`src/design/mpmp_pkg.sv`:
```
// Types and constants shared by the min-plus matrix product block.
package mpmp_pkg;

  localparam int MaxK    = 64;
  localparam int MaxCols = 64;
  localparam int ValBits = 16;
  localparam int KW      = $clog2(MaxK);
  localparam int ColW    = $clog2(MaxCols);
  localparam int CfgW    = 7;
  localparam int CntW    = $clog2(MaxCols + 1);

  localparam logic [ValBits-1:0] ValInf = {ValBits{1'b1}};

  localparam logic [CfgW-1:0] InnerLenRst = CfgW'(64);
  localparam logic [CfgW-1:0] ColCountRst = CfgW'(64);

  typedef enum logic {
    REG_INNER_LEN = 1'b0,
    REG_COL_COUNT = 1'b1
  } reg_idx_e;

  typedef enum logic {
    REQ_LOAD_B = 1'b0,
    REQ_A_ELEM = 1'b1
  } req_type_e;

  typedef enum logic [1:0] {
    ST_RUN,
    ST_FLUSH,
    ST_DRAIN
  } state_e;

  typedef struct packed {
    logic              req_type;
    logic [5:0]        k_index;
    logic [5:0]        col_index;
    logic [15:0]       value;
    logic              row_last;
  } in_t;

  typedef struct packed {
    logic [15:0] c_value;
    logic [5:0]  out_col;
    logic        out_last;
  } out_t;

  // token handed from cell to cell
  typedef struct packed {
    logic               vld;
    logic               is_a;
    logic               use_k;
    logic               last;
    logic [KW-1:0]      k;
    logic [ColW-1:0]    col;
    logic [ValBits-1:0] value;
  } tok_t;

endpackage

```
`src/design/mpmp_cell.sv`:
```
// One column cell: B column slice, accumulator and result hold register.
module mpmp_cell (
  input  logic                         clk_i,
  input  logic                         rst_ni,
  input  logic [mpmp_pkg::ColW-1:0]    col_id_i,
  input  mpmp_pkg::tok_t               tok_i,
  output mpmp_pkg::tok_t               tok_o,
  input  logic                         shift_i,
  input  logic [mpmp_pkg::ValBits-1:0] hold_i,
  output logic [mpmp_pkg::ValBits-1:0] hold_o
);

  logic [mpmp_pkg::ValBits-1:0] mem_q [mpmp_pkg::MaxK];
  logic [mpmp_pkg::ValBits-1:0] rd_q;
  logic [mpmp_pkg::ValBits-1:0] acc_q, acc_d;
  logic [mpmp_pkg::ValBits-1:0] hold_q, hold_d;
  mpmp_pkg::tok_t               tok_q;
  logic [mpmp_pkg::ValBits:0]   sum;
  logic [mpmp_pkg::ValBits-1:0] sat;
  logic [mpmp_pkg::ValBits-1:0] cand;
  logic                         upd;
  logic                         snap;

  always_ff @(posedge clk_i) begin
    if (tok_i.vld && !tok_i.is_a && tok_i.col == col_id_i) begin
      mem_q[tok_i.k] <= tok_i.value;
    end
    rd_q <= mem_q[tok_i.k];
  end

  always_comb begin
    sum  = {1'b0, tok_q.value} + {1'b0, rd_q};
    sat  = (sum >= {1'b0, mpmp_pkg::ValInf}) ? mpmp_pkg::ValInf
                                              : sum[mpmp_pkg::ValBits-1:0];
    upd  = tok_q.vld && tok_q.is_a && tok_q.use_k && (sat < acc_q);
    cand = upd ? sat : acc_q;
    snap = tok_q.vld && tok_q.is_a && tok_q.last;
    acc_d = snap ? mpmp_pkg::ValInf : cand;
    if (shift_i) begin
      hold_d = hold_i;
    end else if (snap) begin
      hold_d = cand;
    end else begin
      hold_d = hold_q;
    end
  end

  always_ff @(posedge clk_i or negedge rst_ni) begin
    if (!rst_ni) begin
      tok_q <= '0;
      acc_q <= mpmp_pkg::ValInf;
    end else begin
      tok_q <= tok_i;
      acc_q <= acc_d;
    end
  end

  always_ff @(posedge clk_i) begin
    hold_q <= hold_d;
  end

  assign tok_o  = tok_q;
  assign hold_o = hold_q;

endmodule
```
`config.mk`:
```
export PLATFORM = sky130hd
export DESIGN_NAME = mpmp_cell
export DESIGN_NICKNAME = d
export VERILOG_FILES = /design/src/design/mpmp_pkg.sv /design/src/design/mpmp_cell.sv
export SDC_FILE = /design/constraint.sdc
export NUM_CORES = 1
export LEC_CHECK = 0
export BUFFER_PORTS_ARGS = -buffer_cell sky130_fd_sc_hd__buf_2
export CORE_UTILIZATION = 35
export CTS_CLUSTER_SIZE = 12
export DETAILED_ROUTE_END_ITERATION = 10
export HOLD_SLACK_MARGIN = 0.06
export SYNTH_ARGS = -nofsm -noshare
export SYNTH_HDL_FRONTEND = slang
export SYNTH_SLANG_ARGS = --single-unit
```
`constraint.sdc`:
```
create_clock -name clk_i -period 6.02 [get_ports clk_i]
set_input_delay 0.602 -clock clk_i [delete_from_list [all_inputs] [get_ports clk_i]]
set_output_delay 0.602 -clock clk_i [all_outputs]
set_load 0.03 [all_outputs]
```
==> impl_metrics.ini <==
[timing]
whs_ns = 0.224
relSlewSlack = 0.151
finalMaxSlewViolations = 0
hold_viol = 0
finalWorstSetupSlack_ns = 0.715
setup_tns_ns = 0
rsz0062_at_grt = no
skew_ns = 0.0198
setup_viol = 0
worst_pin_slew_ns = 1.26
post-route-min-period_ns = 5.31
fmax_mhz = 188
min_period_over_period = 0.881

[placement]
port_buffers = 104
dp_hpwl_microns = 64200
dp_slack_ns = 0.789
gp_congestion = 0.867

[yosys]
avgSynthCellArea_sq_um = 17.8
syn-cell-area_sq_um = 40800
synth_top_family_by_area = compound AO/OA/AOI/OAI gates
synthArstFlopShare = 0.0435
yosysTopAreaCell = edfxtp_1
syn_inst = 2293
yosysWarnings = 0
synth_simple_gate_area_frac = 0.0290
synth_seq_cells = 1104
synth_nets = 2382
synth_top_area_frac = 0.765
synth-adder-area-share = 0.00999
ys_top_cells_by_area = edfxtp_1 (76%), a22oi_1 (5.0%), a221oi_1 (2.6%)
synth-xor-area-share = 0.00343
synth-seq-area-share = 0.803
synth_edf_count = 1040
synth_mux_area_frac = 0.00377
synth-main-ff-cell = edfxtp_1
synthDistinctLibCells = 61
synth_compound_area_frac = 0.135

[worst_setup_path]
r2r-end = acc_q[6]
worst-path-buf-inv = 1
cpPeakStageDelay_ns = 0.77
cp-start-kind = flop
worstPathArrival_ns = 5.90
critPathTopFamily = simple AND/OR/NAND/NOR gates
cp_max_fo = 20
rr_worst_depth = 17
required_ns = 6.62
critPathCaptureType = flop
critPathKind = reg -> reg
r2r_slack_ns = 0.71
r2r-start = tok_o[0]
path_cells = ha_1, inv_1, fa_1, nor2b_1, o2111ai_1, a21oi_1, o2111ai_1, and2_1, nand2_1, ha_1, nand2_1, or3_4, or4_1, o211a_2, and3_4, nand2b_1, o22a_1
crit_slowest_cell = o2111ai_1

[global_routing]
grt_pass1_wl_microns = 164000
grt_use_met3 = 0.0443
grt_pass1_vias = 23000
use_met2 = 0.301
met1_usage = 0.264
grt_use_total = 0.192
gr-max-usage-layer = met2
grt_antenna_before_repair = 7
grt_max_degree = 93
grt_overflow = 0

[detailed_routing]
drt_wl_total_microns = 115000
via_per_inst = 5.79
dr_total_vias = 23500
wire_per_inst_microns = 28.3
drc = 0
drtPass1Iterations = 6
drt_iter0_markers = 2812
ant_nets = 0

[clock_network]
cts_tree = done
cts.clk_slew.worst_paths_ns = 0.06
root_buffer = clkbuf_16
cts_resized = 0
cts_setup_buffers = 0
cts_max_level = 3
cts_buffers = 107
clk_latency_ns = 0.68
cts_sinks = 1104
ctsLongestPathBuffers = 3

[min_path]
min_path_cells = 3
min_from = hold_i[15]
hold_path_class = in -> reg
holdPathEnd = hold_o[15]

[power_and_ir_drop]
leakage_nw = 14.8
vdd_drop_max_v = 0.000221
p_per_area_nw_per_um2 = 340

[flow_run]
max_cap_viol_count = 0

[floorplanning]
core_area_sq_um = 115000
initial_utilization = 0.355
fp.dieArea_sq_um = 118000
rows = 124
die_height_microns = 344
die_w_microns = 344
ios = 105

[layout]
layout-drive-gt1-share = 0.152
area_delta_synth_final_pct = 14.9
fillers = 10100
final_nets = 2580

[status]
status = complete, no violations
==> what timing repair did <==
| item | CTS | global route |
|---|---|---|
| hold endpoints to repair | 42 | 0 |
| endpoints found under the setup margin | 0 | 0 |
| hold buffers | 11 | 0 |
==> sequential cells by signal, indices dropped and copies added, names as in the netlist <==
name,cells
mem_q,1024
acc_q,16
hold_o,16
rd_q,16
tok_o,32
==> layer usage <==
layer	wire length, microns	up-vias	part of all wire
li1	-	9997	-
met4	3580	6	0.031
met3	11700	183	0.10
met5	41	-	0.00036
met2	53200	1240	0.46
met1	46700	12100	0.41
==> cell type report <==
cell class                      instances  area, sq um  share of cell area
Sequential cell                      1104        32800               0.699
Multi-Input combinational cell       1026         7480               0.159
Clock buffer                          141         2820              0.0600
Tap cell                             1512         1890              0.0403
Timing Repair Buffer                  232         1620              0.0346
Clock inverter                         26          245             0.00523
Inverter                               20         75.1             0.00160
Antenna cell                            2         5.00            0.000107
==> how the worst max path moves through the flow <==
stage | end | startpoint | cells past startpoint | slack, ns
floorplan | hold_o[11] | tok_o[0] | 20 | 1.38
global placement | acc_q[2] | tok_o[0] | 16 | 0.87
detailed placement | acc_q[1] | tok_o[0] | 17 | 0.79
CTS | acc_q[6] | tok_o[0] | 17 | 0.75
global route | acc_q[6] | tok_o[0] | 17 | 0.37
finish | acc_q[6] | tok_o[0] | 17 | 0.71
==> metrics by stage <==
stage | utilization | cell area [sq um] | std cells | total power [W]
2_1_floorplan | - | 40800 | 2293 | 0.00949
3_3_place_gp | 0.380 | 43700 | 3883 | 0.00997
3_5_place_dp | 0.380 | 43700 | 3883 | 0.0100
4_1_cts | 0.408 | 46900 | 4061 | 0.0160
5_1_grt | 0.408 | 46900 | 4061 | 0.0164
6_report | 0.408 | 46900 | 4063 | 0.0159
==> cell families after synthesis <==
logic type                 after synthesis
adders and majority gates               32
xor gates and xnor gates                16
muxes                                   15
and+or+nand+nor                        238
AOI/OAI and AO/OA                      725
buffers and inverters                  163
DFF                                   1104
==> synth_stat cells, types with 7 or more instances <==
master,number
edfxtp_1,1040
a22oi_1,272
a31oi_1,126
a221oi_1,120
a22o_1,120
clkbuf_1,104
nor2_1,79
nand2_1,54
buf_1,34
dfrtp_1,32
ha_1,31
nor4_1,29
a21oi_1,24
inv_1,20
o21ai_0,18
nand3_1,17
dfstp_2,16
dfxtp_1,16
nand4_1,13
mux2i_1,12
o22a_1,9
nand2b_1,8
xnor2_1,8
xor2_1,8
a21o_1,7
==> tightest hold or removal path, stage by stage <==
cell and delay [ns]:
buf_2 0.08, nand2_1 0.06, o31ai_2 0.05
==> cell usage in the layout, fill, tap and decap left out, types with 17 or more instances in the layout <==
master	instances
edfxtp_1	1040
a22oi_1	272
a31oi_1	126
a22o_1	120
a221oi_1	120
buf_4	108
clkbuf_16	107
buf_2	104
nor2_1	77
nand2_1	54
clkbuf_1	33
dfrtp_1	32
ha_1	31
nor4_1	26
a21oi_1	24
inv_1	20
o21ai_0	18
nand3_1	17
==> where the power goes <==
part / internal (W) / total (W) / switching, W
Combinational: 0.000422 / 0.00127 / 0.000846
Clock: 0.00334 / 0.00608 / 0.00273
Sequential: 0.00854 / 0.00860 / 0.0000573
Total: 0.0123 / 0.0159 / 0.00364
Power figures use the tool's default switching activity.
